$ cat src/hw/rtl/cau_pkg.sv
// ----------------------------------------------------------------------------
// cau_pkg
// Shared types and codes for the complex arithmetic unit.
// ----------------------------------------------------------------------------
`default_nettype none

package cau_pkg;

    // Fixed port field widths
    localparam int FIELD_BITS  = 32;
    localparam int OP_BITS     = 2;
    localparam int STATUS_BITS = 2;

    // Parameter defaults
    localparam int WORD_BITS_DEF = 32;
    localparam int FRAC_BITS_DEF = 16;

    // Operation codes
    localparam logic [OP_BITS-1:0] OP_ADD = 2'd0;
    localparam logic [OP_BITS-1:0] OP_SUB = 2'd1;
    localparam logic [OP_BITS-1:0] OP_MUL = 2'd2;
    localparam logic [OP_BITS-1:0] OP_DIV = 2'd3;

    // Status codes
    localparam logic [STATUS_BITS-1:0] ST_OK   = 2'd0;
    localparam logic [STATUS_BITS-1:0] ST_DIV0 = 2'd1;
    localparam logic [STATUS_BITS-1:0] ST_OVF  = 2'd2;

    // Control that travels with each request down the pipeline
    typedef struct packed {
        logic               valid;
        logic [OP_BITS-1:0] op;
        logic               dz;
        logic               ovf_re;
        logic               ovf_im;
        logic               neg_re;
        logic               neg_im;
    } cau_ctrl_t;

endpackage

`default_nettype wire

$ cat src/hw/rtl/cau_sat.sv
// ----------------------------------------------------------------------------
// cau_sat
// Clamp magnitudes to the word range, apply sign, set status; output register.
// ----------------------------------------------------------------------------
`default_nettype none

module cau_sat
    import cau_pkg::*;
#(
    parameter int WORD_BITS = WORD_BITS_DEF
)
(
    input  wire logic                          clk,
    input  wire logic                          rst_n,
    input  wire logic                          en,
    input  wire cau_ctrl_t                     ctrl_i,
    input  wire logic [2*WORD_BITS-1:0]        q_re_i,
    input  wire logic [2*WORD_BITS-1:0]        q_im_i,
    output logic                               out_valid,
    output logic [FIELD_BITS-1:0]              result_real,
    output logic [FIELD_BITS-1:0]              result_imag,
    output logic [STATUS_BITS-1:0]             status
);

    localparam int W  = WORD_BITS;
    localparam int MW = 2 * WORD_BITS;
    localparam logic [MW-1:0] NEG_LIM = MW'(1) << (W - 1);
    localparam logic [MW-1:0] POS_LIM = NEG_LIM - MW'(1);

    logic                   valid_reg;
    logic [FIELD_BITS-1:0]  re_reg, im_reg, re_next, im_next;
    logic [STATUS_BITS-1:0] st_reg, st_next;
    logic signed [W-1:0]    vre, vim;
    logic                   sat_re, sat_im;

    // Clamp one part given sign, magnitude and the divider range flag
    function automatic logic [W:0] clamp(input logic neg, input logic [MW-1:0] mag,
                                         input logic big);
        logic [W-1:0] v;
        logic         s;
        begin
            s = 1'b0;
            if (neg)
            begin
                if (big || (mag > NEG_LIM))
                begin
                    v = NEG_LIM[W-1:0];
                    s = 1'b1;
                end
                else
                begin
                    v = W'(-mag);
                end
            end
            else
            begin
                if (big || (mag > POS_LIM))
                begin
                    v = POS_LIM[W-1:0];
                    s = 1'b1;
                end
                else
                begin
                    v = mag[W-1:0];
                end
            end
            clamp = {s, v};
        end
    endfunction

    // Saturate and select the status
    always_comb
    begin
        {sat_re, vre} = clamp(ctrl_i.neg_re, q_re_i, ctrl_i.ovf_re);
        {sat_im, vim} = clamp(ctrl_i.neg_im, q_im_i, ctrl_i.ovf_im);
        re_next = FIELD_BITS'(vre);
        im_next = FIELD_BITS'(vim);
        st_next = (sat_re || sat_im) ? ST_OVF : ST_OK;
        if (ctrl_i.dz)
        begin
            re_next = '0;
            im_next = '0;
            st_next = ST_DIV0;
        end
    end

    // Hold output valid
    always_ff @(posedge clk or negedge rst_n)
    begin
        if (!rst_n)
        begin
            valid_reg <= 1'b0;
        end
        else if (en)
        begin
            valid_reg <= ctrl_i.valid;
        end
    end

    // Capture result
    always_ff @(posedge clk)
    begin
        if (en)
        begin
            re_reg <= re_next;
            im_reg <= im_next;
            st_reg <= st_next;
        end
    end

    assign out_valid   = valid_reg;
    assign result_real = re_reg;
    assign result_imag = im_reg;
    assign status      = st_reg;

endmodule

`default_nettype wire

$ cat config.mk
export PLATFORM = sky130hd
export DESIGN_NAME = cau_sat
export DESIGN_NICKNAME = d
export VERILOG_FILES = /design/src/hw/rtl/cau_pkg.sv /design/src/hw/rtl/cau_sat.sv
export SDC_FILE = /design/constraint.sdc
export NUM_CORES = 1
export LEC_CHECK = 0
export ABC_CLOCK_PERIOD_IN_PS = 1090
export BUFFER_PORTS_ARGS = -buffer_cell sky130_fd_sc_hd__buf_4
export CAP_MARGIN = 10
export CORE_MARGIN = 5
export CORE_UTILIZATION = 35
export DETAILED_ROUTE_END_ITERATION = 7
export GPL_TIMING_DRIVEN = 0
export PLACE_DENSITY = 0.71
export SETUP_SLACK_MARGIN = 0.2
export SLEW_MARGIN = 25
export SYNTH_ARGS = -nofsm -noshare
export SYNTH_HDL_FRONTEND = slang
export SYNTH_SLANG_ARGS = --single-unit
$ cat constraint.sdc
create_clock -name clk -period 1.09 [get_ports clk]
set_input_delay 0.218 -clock clk [delete_from_list [all_inputs] [get_ports clk]]
set_output_delay 0.218 -clock clk [all_outputs]
set_load 0.05 [all_outputs]
==> flow_summary.yaml <==
sta:
  finalHoldViolCount: 0
  max_freq_mhz: 428
  slew_violations: 0
  relSlewSlack_pct: 22.1
  setup_ws_ns: -1.25
  finClkSkew_ns: 0
  worst_slew_pin_slew_ns: 1.17
  finalCritPeriodShare_pct: 214
  rsz0062_at_grt: "yes"
  period_minus_slack_ns: 2.34
  setup_viol: 120
synth:
  syn_area_um2: 4780
  synthCells: 538
  yosysTopAreaCellShare_pct: 41.5
  synth_area_leaders: "edfxtp_1 (41%), nor3_1 (5.2%), nor4_1 (5.2%), nand2_1 (4.5%), a21oi_1 (4.2%)"
  ys_ff_latch: 67
  yosys.area.top_type: "edfxtp_1"
  yosysSeqAreaShare_pct: 42.0
  yosys_warnings: 0
  async_reset_ff_share_pct: 1.49
  synth_edf_count: 66
  syn_nets: 679
  ys_types: 60
  avgSynthCellArea_um2: 8.88
  ys.flop_type: "edfxtp_1"
global_routing:
  grt_pass1_wl_mm: 30.9
  grt_antenna_before_repair: 0
  grt_overflow_total: 0
  grt_pass1_vias: 5881
  grt_max_degree: 68
  grt_usage_pct: 24.0
place:
  dp_hpwl_mm: 13.7
  io_buffers: 203
  place_congestion: 0.913
  placed_cells: 917
  pre_cts_slack_ns: -1.74
pwr:
  vdd_drop_max_uv: 837
  power_uw: 9210
  p_per_area_nw_per_um2: 1070
  leakagePower_uw: 0.00320
clocking:
  clkLatencyLatePin_ns: 0.34
  clk_pin_slew_ns: 0.06
  cts_buffers: 9
  cts_tree: "built"
  cts_max_path_buffers: 2
  cts.sinks: 67
  cts_max_level: 3
  clockRootBuffer: "clkbuf_16"
hold_path:
  hp-class: "in -> reg"
worst_setup_path:
  crit_family: "simple AND/OR/NAND/NOR gates"
  arrival_ns: 2.39
  critPathMaxFanout: 5
  crit_buf_inv: 2
  worst_path_largest_cell_delay_ns: 0.52
  cp_slowest_cell: "or4b_4"
  criticalPathCategory: "in -> reg"
  crit_path_end_kind: "flip-flop"
  crit_chain: "buf_8, or3_4, or4_4, buf_6, or4b_4, or3_1, a21oi_1, nor3_1"
  startpoint_type: "input pin"
  critPathRequiredTime_ns: 1.15
cells_and_area:
  drive_gt1_share_pct: 50.4
  nNetsFinal: 946
  antenna_cells: 0
  instances_no_fill: 986
  area_growth_pct: 80.7
  nFillCells: 996
  regArea_um2: 2010
  fin_util_pct: 64.9
  multi_input_area_um2: 3500
routing:
  wirelength_mm: 20.9
  drt_first_pass_iters: 6
  drt-vias-per-instance: 6.31
  drc: 0
  final_antenna_net_count: 0
  wl_per_cell_um: 21.2
  num_vias: 6218
  first_iter_violations: 966
floorplanning:
  coreArea_um2: 13300
  fp.dieW_um: 127
  start_util_pct: 35.9
  die_area_um2: 16100
  die_h_um: 127
  rows: 42
  io_pins: 206
job:
  maxCapViolCount: 0
status:
  violations: "negative setup slack"
  status: "finished, violations left"
-- Yosys cell counts (2+ instances only) --
master     number
and4_1          2
and4b_1         2
inv_1          10
or4_1          12
nand2b_1       14
nand3_1        17
a21oi_1        40
o2111ai_1       3
a221oi_1        3
nor4_2          3
and3_1          5
nor4b_1         4
and2_1          3
a311oi_1        4
mux2i_1         3
buf_6           3
o311ai_0        6
a31oi_1        13
or4_4           3
clkbuf_1       24
buf_2           2
clkinv_1        2
a211oi_1        7
xnor2_1         2
o41ai_1         4
or3_1          16
nand3b_1        4
nor4_1         40
o21ba_2         2
edfxtp_1       66
o211ai_1        7
nand4_1         9
or2_2           9
a41oi_1         2
nor2_1         32
or4b_4          2
nand2_1        57
nor3_1         50
a2111oi_0       3
o21ai_0        13
ha_1            2
o22ai_1        14
buf_1           2
-- registers in the layout, summed over array words and instances (netlist names) --
name,flops
out_valid,1
result_imag,32
result_real,32
status,2
-- per-layer routing --
layer	track usage (%)	up-vias	wire [um]
met5	0	-	0
met4	11.2	0	837
met3	7.48	105	2550
met2	39.5	535	10200
met1	28.6	2885	7310
li1	-	2693	-
-- cells in the final DEF (no fill, tap or decap), types with 14 or more instances in the layout --
| master | n |
|---|---|
| nor4_4 | 17 |
| nor4_1 | 15 |
| clkbuf_1 | 21 |
| nor3_4 | 14 |
| buf_4 | 152 |
| buf_6 | 97 |
| edfxtp_1 | 66 |
| nor3_1 | 27 |
| nand2b_1 | 14 |
| nor2_1 | 30 |
| nand2_1 | 51 |
| a21oi_1 | 37 |
-- kinds of logic (layout without fill, tap and decap cells) --
logic type | count (synthesis) | after routing | synth area share (%)
buffers and inverters | 44 | 314 | 4.06
multiplexers | 4 | 4 | 0.865
AO/OA/AOI/OAI | 129 | 131 | 18.4
adder cells (fa/ha/maj) | 2 | 2 | 0.524
XOR/XNOR | 2 | 2 | 0.367
flip-flops | 67 | 67 | 42.0
AND/OR/NAND/NOR | 290 | 290 | 33.8
-- worst paths after layout --
path | start | endpoint | slack (ns) | cells after the start
worst min-delay path | ctrl_i[7] | out_valid | 0.11 | 2
max in group asynchronous | rst_n | out_valid | 0.80 | 2
worst min register to register | out_valid | out_valid | 0.53 | 1
worst max register to register | out_valid | out_valid | 0.32 | 1
min in group asynchronous | rst_n | out_valid | 0.20 | 2
worst max-delay path | q_im_i[14] | result_imag[26] | -1.25 | 8
-- area by class of cell --
class / instances / share of cell area, %
flip-flops and latches: 67 / 23.3
plain buffers: 32 / 2.15
repair buffers: 254 / 27.1
multi-input cells: 429 / 40.5
well taps: 176 / 2.55
clock inverters: 5 / 1.17
clock buffers: 11 / 2.70
inverters: 12 / 0.522
-- report_power, final --
part           switching, uW  internal, uW
Sequential              92.4          3070
Clock                   1080          2230
Combinational           1670          1070
-- per-stage QoR --
step                      setup TNS [ns]  area (um2)  hold WS, ns
after detailed placement         -111.90        6800     -0.00486
final                             -69.27        8630        0.112
after floorplan                   -73.04        5050      -0.0776
after global placement           -110.32        6800     -0.00710
after global routing              -74.27        8630        0.110
after CTS                         -68.96        8140        0.101
-- repair_timing --
| item | 4_1_cts | 5_1_grt |
|---|---|---|
| buffers inserted | 32 | 15 |
| hold endpoints to repair | 1 | 0 |
| setup endpoints to repair | 199 | 132 |
| hold buffers | 1 | 0 |
| cloned | 4 | 1 |
| pin swaps | 47 | 43 |
| gates resized for setup | 155 | 73 |
No activity file was read; power rests on OpenSTA's default activity.
