### src/hw/rtl/cau_pkg.sv
// ----------------------------------------------------------------------------
// cau_pkg
// Shared types and codes for the complex arithmetic unit.
// ----------------------------------------------------------------------------
`default_nettype none

package cau_pkg;

    // Fixed port field widths
    localparam int FIELD_BITS  = 32;
    localparam int OP_BITS     = 2;
    localparam int STATUS_BITS = 2;

    // Parameter defaults
    localparam int WORD_BITS_DEF = 32;
    localparam int FRAC_BITS_DEF = 16;

    // Operation codes
    localparam logic [OP_BITS-1:0] OP_ADD = 2'd0;
    localparam logic [OP_BITS-1:0] OP_SUB = 2'd1;
    localparam logic [OP_BITS-1:0] OP_MUL = 2'd2;
    localparam logic [OP_BITS-1:0] OP_DIV = 2'd3;

    // Status codes
    localparam logic [STATUS_BITS-1:0] ST_OK   = 2'd0;
    localparam logic [STATUS_BITS-1:0] ST_DIV0 = 2'd1;
    localparam logic [STATUS_BITS-1:0] ST_OVF  = 2'd2;

    // Control that travels with each request down the pipeline
    typedef struct packed {
        logic               valid;
        logic [OP_BITS-1:0] op;
        logic               dz;
        logic               ovf_re;
        logic               ovf_im;
        logic               neg_re;
        logic               neg_im;
    } cau_ctrl_t;

endpackage

`default_nettype wire

### src/hw/rtl/cau_div_stage.sv
// ----------------------------------------------------------------------------
// cau_div_stage
// One restoring-division step: decide one quotient bit for both parts.
// ----------------------------------------------------------------------------
`default_nettype none

module cau_div_stage
    import cau_pkg::*;
#(
    parameter int WORD_BITS = WORD_BITS_DEF,
    parameter int FRAC_BITS = FRAC_BITS_DEF,
    parameter int BIT_POS   = 0
)
(
    input  wire logic                                   clk,
    input  wire logic                                   rst_n,
    input  wire logic                                   en,
    input  wire cau_ctrl_t                              ctrl_i,
    input  wire logic [2*WORD_BITS-1:0]                 q_re_i,
    input  wire logic [2*WORD_BITS-1:0]                 q_im_i,
    input  wire logic [3*WORD_BITS+FRAC_BITS+1:0]       rem_re_i,
    input  wire logic [3*WORD_BITS+FRAC_BITS+1:0]       rem_im_i,
    input  wire logic [2*WORD_BITS-1:0]                 den_i,
    output cau_ctrl_t                                   ctrl_o,
    output logic [2*WORD_BITS-1:0]                      q_re_o,
    output logic [2*WORD_BITS-1:0]                      q_im_o,
    output logic [3*WORD_BITS+FRAC_BITS+1:0]            rem_re_o,
    output logic [3*WORD_BITS+FRAC_BITS+1:0]            rem_im_o,
    output logic [2*WORD_BITS-1:0]                      den_o
);

    localparam int MW = 2 * WORD_BITS;
    localparam int DW = 3 * WORD_BITS + FRAC_BITS + 2;
    localparam logic [MW-1:0] QBIT = MW'(1) << BIT_POS;

    cau_ctrl_t     ctrl_reg;
    logic [MW-1:0] qre_reg, qim_reg, qre_next, qim_next, den_reg;
    logic [DW-1:0] rre_reg, rim_reg, rre_next, rim_next, trial;
    logic          take_re, take_im;

    // Compare and subtract the shifted divisor
    always_comb
    begin
        trial    = DW'(den_i) << BIT_POS;
        take_re  = (ctrl_i.op == OP_DIV) && (rem_re_i >= trial);
        take_im  = (ctrl_i.op == OP_DIV) && (rem_im_i >= trial);
        rre_next = take_re ? rem_re_i - trial : rem_re_i;
        rim_next = take_im ? rem_im_i - trial : rem_im_i;
        qre_next = take_re ? (q_re_i | QBIT) : q_re_i;
        qim_next = take_im ? (q_im_i | QBIT) : q_im_i;
    end

    // Hold control state
    always_ff @(posedge clk or negedge rst_n)
    begin
        if (!rst_n)
        begin
            ctrl_reg <= '0;
        end
        else if (en)
        begin
            ctrl_reg <= ctrl_i;
        end
    end

    // Advance the datapath
    always_ff @(posedge clk)
    begin
        if (en)
        begin
            qre_reg <= qre_next;
            qim_reg <= qim_next;
            rre_reg <= rre_next;
            rim_reg <= rim_next;
            den_reg <= den_i;
        end
    end

    assign ctrl_o   = ctrl_reg;
    assign q_re_o   = qre_reg;
    assign q_im_o   = qim_reg;
    assign rem_re_o = rre_reg;
    assign rem_im_o = rim_reg;
    assign den_o    = den_reg;

endmodule

`default_nettype wire

### config.mk
export PLATFORM = sky130hd
export DESIGN_NAME = cau_div_stage
export DESIGN_NICKNAME = d
export VERILOG_FILES = /design/src/hw/rtl/cau_pkg.sv /design/src/hw/rtl/cau_div_stage.sv
export SDC_FILE = /design/constraint.sdc
export NUM_CORES = 1
export LEC_CHECK = 0
export BUFFER_PORTS_ARGS = -buffer_cell sky130_fd_sc_hd__buf_2
export CAP_MARGIN = 5
export CORE_AREA = 2 2 334 336
export DETAILED_ROUTE_END_ITERATION = 6
export DIE_AREA = 0 0 336 338
export REMOVE_ABC_BUFFERS = 1
export SLEW_MARGIN = 5
export SYNTH_ARGS = -nofsm -noshare
export SYNTH_HDL_FRONTEND = slang
export SYNTH_SLANG_ARGS = --single-unit
### constraint.sdc
create_clock -name clk -period 1.5 [get_ports clk]
set_input_delay 0.075 -clock clk [delete_from_list [all_inputs] [get_ports clk]]
set_output_delay 0.075 -clock clk [all_outputs]
set_load 0.03 [all_outputs]
==> results.json <==
{
  "synth_top_area_share_pct": 50.0,
  "fin_crit_ns": 3.29,
  "worst_pin_slew_ns": 0.752,
  "ant_nets": 0,
  "synth_cells": 2451,
  "endpoint": "rem_im_o[59]$_DFFE_PP_",
  "hold_viol_final": 1,
  "drt_iter0_markers": 1933,
  "rows": 122,
  "wl_per_cell_um": 22.8,
  "reg2reg_from": "ctrl_o[1]$_DFFE_PN0P_",
  "cts_buffers": 54,
  "slew-limit-headroom_pct": 49.5,
  "crit_path_top_delay_cell": "or4_4",
  "cts-htree-levels": 2,
  "critPathLaunch": "rem_im_i[106]",
  "syn_to_final_growth_pct": 93.5,
  "drtPass1Iterations": 7,
  "dpl-instance-area_um2": 38200,
  "clkTransAtPathRegs_ns": 0.06,
  "cts_buffer_depth": 3,
  "grt_max_degree": 35,
  "yosysUniqueCellTypes": 79,
  "p_int_mw": 28.8,
  "die_x_um": 336,
  "critPathArrivalTime_ns": 3.68,
  "place_congestion": 0.953,
  "coreArea_um2": 110000,
  "final_cell_mix": "buf_4, buf_2, dlygate4sd3_1",
  "layout.nets": 5299,
  "timing.max_cap.violations": 0,
  "power.leakage_nw": 21.6,
  "end_kind": "register",
  "synth_ff_type": "edfxtp_1",
  "rsz0062_at_grt": "yes",
  "synth_fa_ha_area_share_pct": 6.50,
  "antenna_found_initial": 56,
  "status": "complete, but fails checks",
  "final_common_cell": "buf_4",
  "r2r_end": "ctrl_o[1]$_DFFE_PN0P_",
  "pwr-share-comb_pct": 33.9,
  "peakVddDrop_v": 0.000740,
  "ys_ff_latch": 428,
  "dp_hpwl_um": 106000,
  "start_util_pct": 22.9,
  "hp-class": "input pin to register",
  "pin_count": 859,
  "crit_family": "simple AND/OR/NAND/NOR gates",
  "max_freq_mhz": 304,
  "synth_edf_count": 420,
  "path_max_fanout": 7,
  "power.switching_mw": 14.6,
  "async_reset_ff_share_pct": 1.87,
  "synth_compound_area_share_pct": 15.4,
  "grtUsageTotal_pct": 22.9,
  "vias": 29900,
  "powerDensity_nw_per_um2": 889,
  "drive_gt1_share_pct": 49.5,
  "grt_first_pass_wirelength_um": 193000,
  "slew_viol_final": 0,
  "fillCellCount": 10100,
  "synth_warnings": 0,
  "final_cell_area_um2": 48800,
  "routed_wl_um": 144000,
  "clock_sinks": 428,
  "fin_ws_ns": -1.79,
  "grt_overflow": 0,
  "clock-skew-final_ns": 0,
  "final_cells": 6300,
  "clock_latency_ns": 0.64,
  "grt_pass1_vias": 29500,
  "path_class": "input pin to register",
  "synth_top_area_cell": "edfxtp_1",
  "dieArea_um2": 114000,
  "p_clk_share_pct": 32.0,
  "whs_ns": -0.0347,
  "drc": 0,
  "syn_avg_cell_area_um2": 10.3,
  "placed_cells": 5620,
  "fin_crit_sh_pct": 219,
  "synth_top_family_by_area": "simple AND/OR/NAND/NOR gates",
  "pwr-share-seq_pct": 34.1,
  "rr_worst_depth": 1,
  "yosys.area_share.simple_pct": 15.7,
  "path_buf_inv": 4,
  "regToRegSetupSlack_ns": 0.71,
  "worst_setup_path_start_kind": "input pin",
  "die_h_um": 338,
  "synthesis.area_um2": 25200,
  "cts_tree": "done",
  "swShare_pct": 33.7,
  "crit_cells": 14,
  "violations": "negative hold slack, negative setup slack",
  "synth-seq-area-share_pct": 50.8,
  "root_buffer": "clkbuf_16",
  "setup_viol": 230,
  "synthMuxAreaShare_pct": 0.620,
  "worst_ep_required_time_ns": 1.89,
  "port_buffers": 858,
  "crit_chain": "buf_6 > or4_4 > or4_4 > or4_4 > or4b_4 > o21bai_4 > a2111o_1 > nand2_8 > buf_12 > buf_12 > buf_12 > nor3_2 > mux2i_1 > nand2_1",
  "synth_xor_area_share_pct": 7.49,
  "synthTopCellsByArea": "edfxtp_1, ha_1, o21ai_0, nand2_1, xor2_1",
  "via_per_inst": 4.75,
  "cpPeakStageDelay_ns": 0.55
}
[registers in the layout, summed over array words and instances, names as in the netlist]
name      cells
ctrl_o        8
q_im_o       64
rem_re_o    114
q_re_o       64
den_o        64
rem_im_o    114
[power groups by stage]
stage               clock network, mW  registers, mW  logic, mW
floorplan                           0           17.1       3.44
global placement                    0           15.0       12.0
detailed placement                  0           15.0       12.0
CTS                              14.1           14.8       13.7
global route                     14.5           14.9       15.5
finish                           13.9           14.8       14.7
[routing by layer]
metal,track usage (%),wire length (um),up-vias
met2,39.6,69800,1335
met5,0,323,-
li1,-,-,13800
met3,5.83,11300,388
met1,27.0,55000,14400
met4,9.64,7180,50
[worst min-delay path, delay by kind of cell]
kind | cells | cell delay [ns]
xor gates and xnor gates | 1 | 0.12
and+or+nand+nor | 3 | 0.19
buffers and inverters | 1 | 0.09
[worst min-delay path by stage]
stage | from | to | slack (ns) | cells past startpoint
2_1_floorplan | rst_n | ctrl_o[0]$_DFFE_PN0P_ | -0.22 | 0
3_3_place_gp | rst_n | ctrl_o[4]$_DFFE_PN0P_ | -0.08 | 1
3_5_place_dp | rst_n | ctrl_o[4]$_DFFE_PN0P_ | -0.07 | 1
4_1_cts | rem_im_i[4] | rem_im_o[4]$_DFFE_PP_ | -0.26 | 3
5_1_grt | rem_im_i[81] | rem_im_o[81]$_DFFE_PP_ | 0.004 | 4
6_report | rem_im_i[69] | rem_im_o[74]$_DFFE_PP_ | -0.03 | 5
[Yosys cell counts, types with 5 or more instances]
library cell,number
nor2_1,141
ha_1,128
a21oi_1,179
xor2_1,116
buf_4,5
nand3b_1,7
nand4b_1,5
nor3b_1,5
a21o_1,54
a211o_1,5
inv_1,109
xnor2_1,100
o21bai_1,34
nor4_1,44
and3_1,11
or4_1,19
a31oi_1,24
edfxtp_1,420
o21a_1,19
nand2b_1,23
nor2b_1,11
a21boi_0,12
o21ai_0,212
or3_1,34
mux2_2,12
a211oi_1,12
nor3_1,70
o211ai_1,12
o31ai_1,13
nand3_1,38
nand2_1,282
buf_2,17
dfrtp_1,8
nor4b_1,7
and2_1,12
nand4_1,69
clkbuf_1,84
a31o_2,6
or2_2,12
a2111oi_0,7
[per-stage QoR]
step / power (mW) / worst slack (ns) / util (%) / setup TNS, ns
6_report: 43.4 / -1.79 / 44.4 / -355.28
5_1_grt: 45.0 / -1.88 / 44.4 / -372.13
4_1_cts: 42.6 / -1.82 / 42.3 / -357.48
3_5_place_dp: 27.0 / -2.99 / 34.7 / -622.26
3_3_place_gp: 27.0 / -3.00 / 34.7 / -618.78
2_1_floorplan: 20.5 / -3.88 / - / -683.98
[final cells by class]
| type | instances | area [um^2] | area share, % |
|---|---|---|---|
| Clock inverter | 35 | 415 | 0.851 |
| Multi-Input combinational cell | 1806 | 14000 | 28.7 |
| Timing Repair Buffer | 2339 | 17800 | 36.4 |
| Clock buffer | 67 | 1450 | 2.97 |
| Sequential cell | 428 | 12800 | 26.2 |
| Inverter | 109 | 432 | 0.884 |
| Tap cell | 1488 | 1860 | 3.81 |
| Antenna cell | 28 | 70.1 | 0.143 |
[repair_timing]
action                                 CTS  global route
setup endpoints to repair              232           232
pin swaps                               76           139
buffers inserted                        39            60
endpoints found under the hold margin  510             3
gates resized for setup                333           420
gates cloned                            19            12
hold buffers                           438             3
[logic make-up after synthesis]
family	count (synthesis)
AO/OA/AOI/OAI	638
XOR/XNOR	216
adder cells (fa/ha/maj)	130
buffers and inverters	220
flip-flops	428
multiplexers	14
AND/OR/NAND/NOR	805
Note: power is estimated with default switching activity, not from simulation.
