==> src/hw/rtl/cau_pkg.sv <==
// ----------------------------------------------------------------------------
// cau_pkg
// Shared types and codes for the complex arithmetic unit.
// ----------------------------------------------------------------------------
`default_nettype none

package cau_pkg;

    // Fixed port field widths
    localparam int FIELD_BITS  = 32;
    localparam int OP_BITS     = 2;
    localparam int STATUS_BITS = 2;

    // Parameter defaults
    localparam int WORD_BITS_DEF = 32;
    localparam int FRAC_BITS_DEF = 16;

    // Operation codes
    localparam logic [OP_BITS-1:0] OP_ADD = 2'd0;
    localparam logic [OP_BITS-1:0] OP_SUB = 2'd1;
    localparam logic [OP_BITS-1:0] OP_MUL = 2'd2;
    localparam logic [OP_BITS-1:0] OP_DIV = 2'd3;

    // Status codes
    localparam logic [STATUS_BITS-1:0] ST_OK   = 2'd0;
    localparam logic [STATUS_BITS-1:0] ST_DIV0 = 2'd1;
    localparam logic [STATUS_BITS-1:0] ST_OVF  = 2'd2;

    // Control that travels with each request down the pipeline
    typedef struct packed {
        logic               valid;
        logic [OP_BITS-1:0] op;
        logic               dz;
        logic               ovf_re;
        logic               ovf_im;
        logic               neg_re;
        logic               neg_im;
    } cau_ctrl_t;

endpackage

`default_nettype wire

==> src/hw/rtl/cau_prep.sv <==
// ----------------------------------------------------------------------------
// cau_prep
// Combine products into sign and magnitude, then scale for multiply or set up
// the dividend and overflow check for divide.
// ----------------------------------------------------------------------------
`default_nettype none

module cau_prep
    import cau_pkg::*;
#(
    parameter int WORD_BITS = WORD_BITS_DEF,
    parameter int FRAC_BITS = FRAC_BITS_DEF
)
(
    input  wire logic                                   clk,
    input  wire logic                                   rst_n,
    input  wire logic                                   en,
    input  wire cau_ctrl_t                              ctrl_i,
    input  wire logic signed [2*WORD_BITS-1:0]          ac_i,
    input  wire logic signed [2*WORD_BITS-1:0]          bd_i,
    input  wire logic signed [2*WORD_BITS-1:0]          bc_i,
    input  wire logic signed [2*WORD_BITS-1:0]          ad_i,
    input  wire logic signed [2*WORD_BITS-1:0]          cc_i,
    input  wire logic signed [2*WORD_BITS-1:0]          dd_i,
    input  wire logic signed [WORD_BITS:0]              sum_re_i,
    input  wire logic signed [WORD_BITS:0]              sum_im_i,
    output cau_ctrl_t                                   ctrl_o,
    output logic [2*WORD_BITS-1:0]                      q_re_o,
    output logic [2*WORD_BITS-1:0]                      q_im_o,
    output logic [3*WORD_BITS+FRAC_BITS+1:0]            rem_re_o,
    output logic [3*WORD_BITS+FRAC_BITS+1:0]            rem_im_o,
    output logic [2*WORD_BITS-1:0]                      den_o
);

    localparam int W  = WORD_BITS;
    localparam int MW = 2 * WORD_BITS;
    localparam int DW = 3 * WORD_BITS + FRAC_BITS + 2;

    cau_ctrl_t          c3_reg, c3_next, c4_reg, c4_next;
    logic signed [MW:0] sre, sim;
    logic [MW-1:0]      mre_reg, mim_reg, mre_next, mim_next;
    logic [MW-1:0]      den_reg, den_next, den4_reg;
    logic [MW-1:0]      qre_reg, qim_reg, qre_next, qim_next;
    logic [DW-1:0]      rre_reg, rim_reg, rre_next, rim_next;
    logic [DW-1:0]      lim;

    // Form the signed sums for each operation
    always_comb
    begin
        case (ctrl_i.op)
            OP_MUL:
            begin
                sre = {ac_i[MW-1], ac_i} - {bd_i[MW-1], bd_i};
                sim = {bc_i[MW-1], bc_i} + {ad_i[MW-1], ad_i};
            end
            OP_DIV:
            begin
                sre = {ac_i[MW-1], ac_i} + {bd_i[MW-1], bd_i};
                sim = {bc_i[MW-1], bc_i} - {ad_i[MW-1], ad_i};
            end
            default:
            begin
                sre = (MW+1)'(sum_re_i);
                sim = (MW+1)'(sum_im_i);
            end
        endcase
    end

    // Split into sign and magnitude, sum the squares
    always_comb
    begin
        c3_next        = ctrl_i;
        c3_next.neg_re = sre[MW];
        c3_next.neg_im = sim[MW];
        mre_next       = sre[MW] ? MW'(-sre) : sre[MW-1:0];
        mim_next       = sim[MW] ? MW'(-sim) : sim[MW-1:0];
        den_next       = MW'($unsigned(cc_i) + $unsigned(dd_i));
    end

    // Scale for multiply, build dividend and range check for divide
    always_comb
    begin
        c4_next = c3_reg;
        lim     = DW'(den_reg) << (W + 1);
        rre_next = DW'(mre_reg) << FRAC_BITS;
        rim_next = DW'(mim_reg) << FRAC_BITS;
        qre_next = mre_reg;
        qim_next = mim_reg;
        case (c3_reg.op)
            OP_MUL:
            begin
                qre_next = mre_reg >> FRAC_BITS;
                qim_next = mim_reg >> FRAC_BITS;
            end
            OP_DIV:
            begin
                qre_next       = '0;
                qim_next       = '0;
                c4_next.dz     = (den_reg == '0);
                c4_next.ovf_re = (rre_next >= lim);
                c4_next.ovf_im = (rim_next >= lim);
            end
            default:
            begin
                qre_next = mre_reg;
                qim_next = mim_reg;
            end
        endcase
    end

    // Hold control state
    always_ff @(posedge clk or negedge rst_n)
    begin
        if (!rst_n)
        begin
            c3_reg <= '0;
            c4_reg <= '0;
        end
        else if (en)
        begin
            c3_reg <= c3_next;
            c4_reg <= c4_next;
        end
    end

    // Advance the datapath
    always_ff @(posedge clk)
    begin
        if (en)
        begin
            mre_reg  <= mre_next;
            mim_reg  <= mim_next;
            den_reg  <= den_next;
            qre_reg  <= qre_next;
            qim_reg  <= qim_next;
            rre_reg  <= rre_next;
            rim_reg  <= rim_next;
            den4_reg <= den_reg;
        end
    end

    assign ctrl_o   = c4_reg;
    assign q_re_o   = qre_reg;
    assign q_im_o   = qim_reg;
    assign rem_re_o = rre_reg;
    assign rem_im_o = rim_reg;
    assign den_o    = den4_reg;

endmodule

`default_nettype wire

==> config.mk <==
export PLATFORM = sky130hd
export DESIGN_NAME = cau_prep
export DESIGN_NICKNAME = d
export VERILOG_FILES = /design/src/hw/rtl/cau_pkg.sv /design/src/hw/rtl/cau_prep.sv
export SDC_FILE = /design/constraint.sdc
export NUM_CORES = 1
export LEC_CHECK = 0
export BUFFER_PORTS_ARGS = -buffer_cell sky130_fd_sc_hd__buf_2
export CAP_MARGIN = 20
export CORE_AREA = 2 2 349 351
export CTS_CLUSTER_DIAMETER = 200
export DETAILED_ROUTE_END_ITERATION = 10
export DIE_AREA = 0 0 351 353
export PLACE_DENSITY = 0.53
export SLEW_MARGIN = 20
export SYNTH_ARGS = -nofsm -noshare
export SYNTH_HDL_FRONTEND = slang
export SYNTH_SLANG_ARGS = --single-unit
==> constraint.sdc <==
create_clock -name clk -period 3.5 [get_ports clk]
set_clock_uncertainty 0.15 [all_clocks]
set_input_delay 0.525 -clock clk [delete_from_list [all_inputs] [get_ports clk]]
set_output_delay 0.525 -clock clk [all_outputs]
set_load 0.02 [all_outputs]
==> results of run 1 <==
==> Yosys cell counts (74+ instances only) <==
| cell | instances | area share (%) |
|---|---|---|
| a21o_1 | 119 | 2.2 |
| a21oi_1 | 353 | 4.4 |
| buf_4 | 101 | 1.9 |
| clkbuf_1 | 109 | 1.0 |
| edfxtp_1 | 512 | 38 |
| ha_1 | 299 | 9.3 |
| inv_1 | 223 | 2.1 |
| nand2_1 | 389 | 3.6 |
| nand3_1 | 74 | 0.92 |
| nand4_1 | 92 | 1.4 |
| nor2_1 | 265 | 2.5 |
| nor2b_1 | 84 | 1.3 |
| nor3_1 | 86 | 1.1 |
| o21ai_0 | 313 | 3.9 |
| xnor2_1 | 213 | 4.7 |
| xor2_1 | 159 | 3.5 |
==> layer usage <==
| layer | GRT usage, % | part of all wire, % |
|---|---|---|
| met1 | 39.6 | 47 |
| met2 | 43.4 | 45 |
| met3 | 2.71 | 5.5 |
| met4 | 7.14 | 2.7 |
| met5 | 0 | 0.031 |
==> layout by cell type, fill, tap and decap left out, drive strengths merged, types with 159 or more instances in the layout <==
cell type,count
xor2,159
a21oi,357
o21ai,332
xnor2,213
inv,226
ha,299
nor2,266
edfxtp,512
buf,2151
nand2,389
==> repair_timing <==
item                       in CTS  in global routing
buffers inserted               92                 62
hold endpoints to repair       20                  0
gates cloned                    8                  0
setup endpoints to repair     133                133
pin swaps                     162                185
hold buffers                    5                  0
gates resized for setup       312                260
==> cell families after synthesis <==
logic type,share of synthesized area [%]
DFF,39.4
buffers and inverters,5.54
other,0.00936
AOI/OAI and AO/OA,19.2
xor gates and xnor gates,8.13
and+or+nand+nor,16.8
muxes,1.47
adders and majority gates,9.49
==> worst max-delay path: stages <==
cell	delay, ps
buf_6	100
or4_4	550
nor4_4	160
nand2_1	100
or2_4	270
or4_4	530
nor2_4	150
and2_4	190
nor2_4	40
xnor2_2	150
ha_1	310
and4_1	210
and3_4	180
a221o_1	290
a221o_1	360
nor2_4	150
o41ai_2	80
xnor2_1	240
a31oi_1	120
a2111o_1	320
or4_4	440
buf_8	160
o41ai_4	340
xor2_1	180
nor2_1	50
==> path summary, 6_finish.rpt <==
kind	from	end	slack (ps)	cells past startpoint
max	ad_i[6]	mim_reg[56]$_DFFE_PP_	-2450	25
min	dd_i[0]	den_reg[0]$_DFFE_PP_	70	2
max reg2reg	mre_reg[18]$_DFFE_PP_	ctrl_o[3]$_DFFE_PN0P_	160	15
min reg2reg	den_reg[58]$_DFFE_PP_	den_o[58]$_DFFE_PP_	290	0
max in group asynchronous	rst_n	c3_reg[6]$_DFFE_PN0P_	2510	2
min in group asynchronous	rst_n	c3_reg[2]$_DFFE_PN0P_	250	2
==> metrics by stage <==
| step | total power, mW | instances |
|---|---|---|
| global placement | 20.9 | 7756 |
| CTS | 27.8 | 7953 |
| global route | 29.6 | 8005 |
| floorplan | 15.0 | 4361 |
| detailed placement | 21.0 | 7756 |
| finish | 28.1 | 8007 |
==> area by class of cell <==
cell class,count,share of cell area [%]
Tap cell,1625,3.34
Clock inverter,22,0.515
Antenna cell,13,0.0534
Multi-Input combinational cell,3361,41.9
Inverter,224,1.38
Timing Repair Buffer,2156,24.4
Clock buffer,78,2.48
Sequential cell,528,25.9
==> power groups by stage <==
stage          sequential, mW  clock (mW)  combinational (mW)
2_1_floorplan            9.62           0                5.38
3_3_place_gp             9.76           0                11.1
3_5_place_dp             9.75           0                11.2
4_1_cts                  9.63        6.19                12.0
5_1_grt                  9.70        6.43                13.5
6_report                 9.62        6.04                12.5
==> impl_results.md, run 1 <==
* Fin crit share at 170%
* Drt drc at 0
* DPL Wire Length at 144000 um
* Total negative setup slack at -265220 ps
* Cell Pwr Density at 462 nW/um^2
* Final Util at around half
* Share of layout cells above drive strength 1 at between 40% and 50%
* Max-Slew Margin vs Limit at 37.4%
* Worst Path Required at 3740 ps
* Initial Util at 33.2%
* Max FO, Critical Path at 7
* Initial antenna violation count at 29
* Startpoint Class: primary input
* Setup ws final at -2450 ps
* #FFs+latches synth at 528
* TritonCTS clock tree: built
* Drt total wl at 177000 um
* Final hold viol count at 0
* Drt via density at 5.08
* Cell Rows at 128
* Library cells used by synthesis at 109
* Post-Syn Instances at 4262
* Gr ovfl total at 0
* Failing checks: negative setup slack
* Register Area at 15800 um^2
* Net Sw Power at 10.5 mW
* Initial DRC count at 2911
* Fill count at 11383
* Die width at 351 um
* Vias in the first global route at 39426
* Arrival @ worst endpoint at 6190 ps
* Setup CP Type: in -> reg
* IO Pins at 889
* Syn. warnings at 0
* Post-synth EDFFs at 512
* Maximum clock rate at approximately 170 MHz
* Finish-stage setup viols at 128
* Synth Flop Type: edfxtp_1
* Sw frac at 37.5%
* Final Cell Area at 60900 um^2
* CTS sink cnt at between 500 and 600
* P_int at 17.6 mW
* Port Buffers at 786
* Post-layout min period at between 5000 and 6000 ps
* Pleak at 27.3 nW
* Post-route ant nets at 0
* HP Class: in -> reg
* Layout area overhead at 52.1%
* Hold slack at 74.1 ps
* Multi-input logic area at between 20000 and 30000 um^2
* Gr usage total at 27.3%
* Detailed-route via count at just over 40000
* Pre-CTS WS at -3260 ps
* Largest net degree at the start of global routing at 133
* Area of placed instances at 55300 um^2
* RSZ-0062 raised after global routing: yes
* Die area at 124000 um^2
* Clk buf depth at 3
* Htree depth at 2
* Die Y at about 350 um
* GP Congestion at 0.946
* Clk slew on worst S/H paths at 60 ps
* Max-Cap Viols at 0
* VDD IR-drop max at roughly 0.46 mV
* First-pass GRT wire length at roughly 250000 um
* Core ar. at 121000 um^2
* Status: finished, violations left
* Share of power burned in registers at 34.2%
* Register area share after synthesis at 39.4%
* DR pass1 iterations at 6
* Clk root buf: clkbuf_16
* Asr flop ratio synth at 3.03%
* TritonCTS Buffers at 55
* NumNets Final at around 7000
* Routed length per instance at around 22 um
* Synth Area per Inst at 9.40 um^2
* Clk pwr share at between 20% and 30%
* Least-Margin Pin Slew at 940 ps
* Final slew viol count at 0
* Comb power frac at between 40% and 50%
* Mapped Area at 40100 um^2
* CP Capture Type: flop
* Worst-skew pair later-pin latency at 640 ps
(Power assumes the default switching activity.)
==> run 2, diff against run 1 <==
- MAX_ROUTING_LAYER: default -> met4
==> impl_results.md, run 2 (synthesis results as in run 1) <==
* Status: finished, violations left
* Failing checks: negative setup slack
* Htree depth at 2 (unchanged)
* Gr usage total at 28.4% (+1.1 points)
* Arrival @ worst endpoint at 6110 ps (-80 ps)
* Area of placed instances at 55400 um^2 (+0.20%)
* Initial DRC count at 2613 (-10%)
* Placed cells at 7764 (+0.10%)
* HP Class: in -> reg
* Detailed-route via count at 40786 (+0.35%)
* Max FO, Critical Path at 7 (unchanged)
* Post-layout min period at 5880 ps (-71.5 ps)
* CTS sink cnt at 528 (unchanged)
* Hold slack at 96.9 ps (+22.8 ps)
* First-pass GRT wire length at 257000 um (+0.72%)
* Cell Rows at 128 (unchanged)
* Fin cells at 8025 (+0.22%)
* Die area at 124000 um^2 (unchanged)
* Post-route ant nets at 0 (unchanged)
* DPL Wire Length at 147000 um (+1.5%)
* Max-Slew Margin vs Limit at 33.4% (-3.9 points)
* Total negative setup slack at -262340 ps (+2880 ps)
* CP Capture Type: flop
* Initial antenna violation count at 23 (-21%)
* Fin crit share at 168% (-2.0 points)
* CP max stage cell: or4_4
* Least-Margin Pin Slew at 999 ps (+58.9 ps)
* Drt via density at 5.08 (+0.13%)
* Port Buffers at 786 (unchanged)
* Gr ovfl total at 0 (unchanged)
* Most frequent cells in the layout: buf_4, buf_2, edfxtp_1
* Final Util at 50.7% (+0.13 points)
* TritonCTS Buffers at 54 (-1.8%)
* Final Cell Area at 61100 um^2 (+0.25%)
* Startpoint Class: primary input
* Die Y at 353 um (unchanged)
* Finish-stage setup viols at 128 (unchanged)
* Drt drc at 0 (unchanged)
* Clk root buf: clkbuf_16
* Cell Pwr Density at 462 nW/um^2 (about the same)
* Share of layout cells above drive strength 1 at 42.9% (-0.37 points)
* IO Pins at 889 (unchanged)
* RSZ-0062 raised after global routing: yes
* Worst reg2reg path depth at 16 (+1)
* Routed length per instance at 22.2 um (+0.75%)
* CP max stage delay at 440 ps (-110 ps)
* TritonCTS clock tree: built
* Core ar. at 121000 um^2 (unchanged)
* Max-Cap Viols at 0 (unchanged)
* Setup ws final at -2380 ps (+71.5 ps)
* Die width at 351 um (unchanged)
* Layout area overhead at 52.5%
* Final hold viol count at 0 (unchanged)
* DR pass1 iterations at 6 (unchanged)
* Worst-skew pair later-pin latency at 640 ps (about the same)
* Commonest non-fill, non-tap cell in the layout: buf_4
* Largest net degree at the start of global routing at 89 (-33%)
* VDD IR-drop max at 0.482 mV (+5.6%)
* Worst Path Required at 3730 ps (about the same)
* Pleak at 27.4 nW (+0.34%)
* Initial Util at 33.2% (unchanged)
* Final slew viol count at 0 (unchanged)
* Drt total wl at 178000 um (+0.98%)
* Clk buf depth at 3 (unchanged)
* GP Congestion at 0.965 (+2.0%)
* NumNets Final at 7104 (+0.21%)
* Hold depth at 2 (unchanged)
* Vias in the first global route at 39629 (+0.51%)
* Maximum clock rate at 170 MHz (+1.2%)
* Clk slew on worst S/H paths at 60 ps (about the same)
* Setup CP Type: in -> reg
* Most used cell, CP: buf_4
## run 2: power by group
group	internal, mW	switching (mW)
clock	3.41	2.60
sequential	8.41	1.21
combinational	5.79	6.81
total	17.6	10.6
## run 2: cell type report
| class | instances | area, um^2 |
|---|---|---|
| Sequential cell | 528 | 15800 |
| Timing Repair Buffer | 2172 | 15100 |
| Inverter | 224 | 841 |
| Antenna cell | 15 | 37.5 |
| Fill cell | 11320 | 59500 |
| Multi-Input combinational cell | 3361 | 25500 |
| Tap cell | 1625 | 2030 |
| Clock inverter | 31 | 330 |
| Clock buffer | 69 | 1500 |
## run 2: worst max-delay path: cells and delay by family
| family | cells | cell delay (ps) |
|---|---|---|
| simple gates | 10 | 2060 |
| buf+inv | 8 | 1030 |
| fa+ha+maj | 2 | 480 |
| compound gates | 7 | 1420 |
| xor+xnor | 3 | 580 |
## run 2: through the flow
stage	setup slack (ps)	power (mW)
4_1_cts	-2390	27.9
5_1_grt	-2620	29.6
2_1_floorplan	-2840	15.0
3_3_place_gp	-3250	20.9
3_5_place_dp	-3330	21.0
6_report	-2380	28.2
## run 2: final timing paths
| kind | from | to | slack (ps) |
|---|---|---|---|
| min in group asynchronous | rst_n | c3_reg[7]$_DFFE_PN0P_ | 280 |
| worst max-delay path | ad_i[0] | mim_reg[63]$_DFFE_PP_ | -2380 |
| worst min-delay path | dd_i[0] | den_reg[0]$_DFFE_PP_ | 100 |
| max in group asynchronous | rst_n | c3_reg[6]$_DFFE_PN0P_ | 2490 |
| worst max register to register | den_reg[1]$_DFFE_PP_ | ctrl_o[3]$_DFFE_PN0P_ | 160 |
| worst min register to register | den_reg[53]$_DFFE_PP_ | den_o[53]$_DFFE_PP_ | 310 |
## run 2: metal layers
layer  global-route usage (%)  wire length [um]
met5                        -                 0
met2                     43.5             80200
met1                     40.1             84200
met3                     2.64              9130
met4                     7.48              4930
## run 2: timing repair
item | in CTS | in global routing
pin swaps | 174 | 143
setup endpoints to repair | 133 | 134
resized for setup | 329 | 197
setup buffers | 110 | 42
gates cloned | 9 | 0
hold endpoints to repair | 20 | 0
hold buffers | 5 | 0
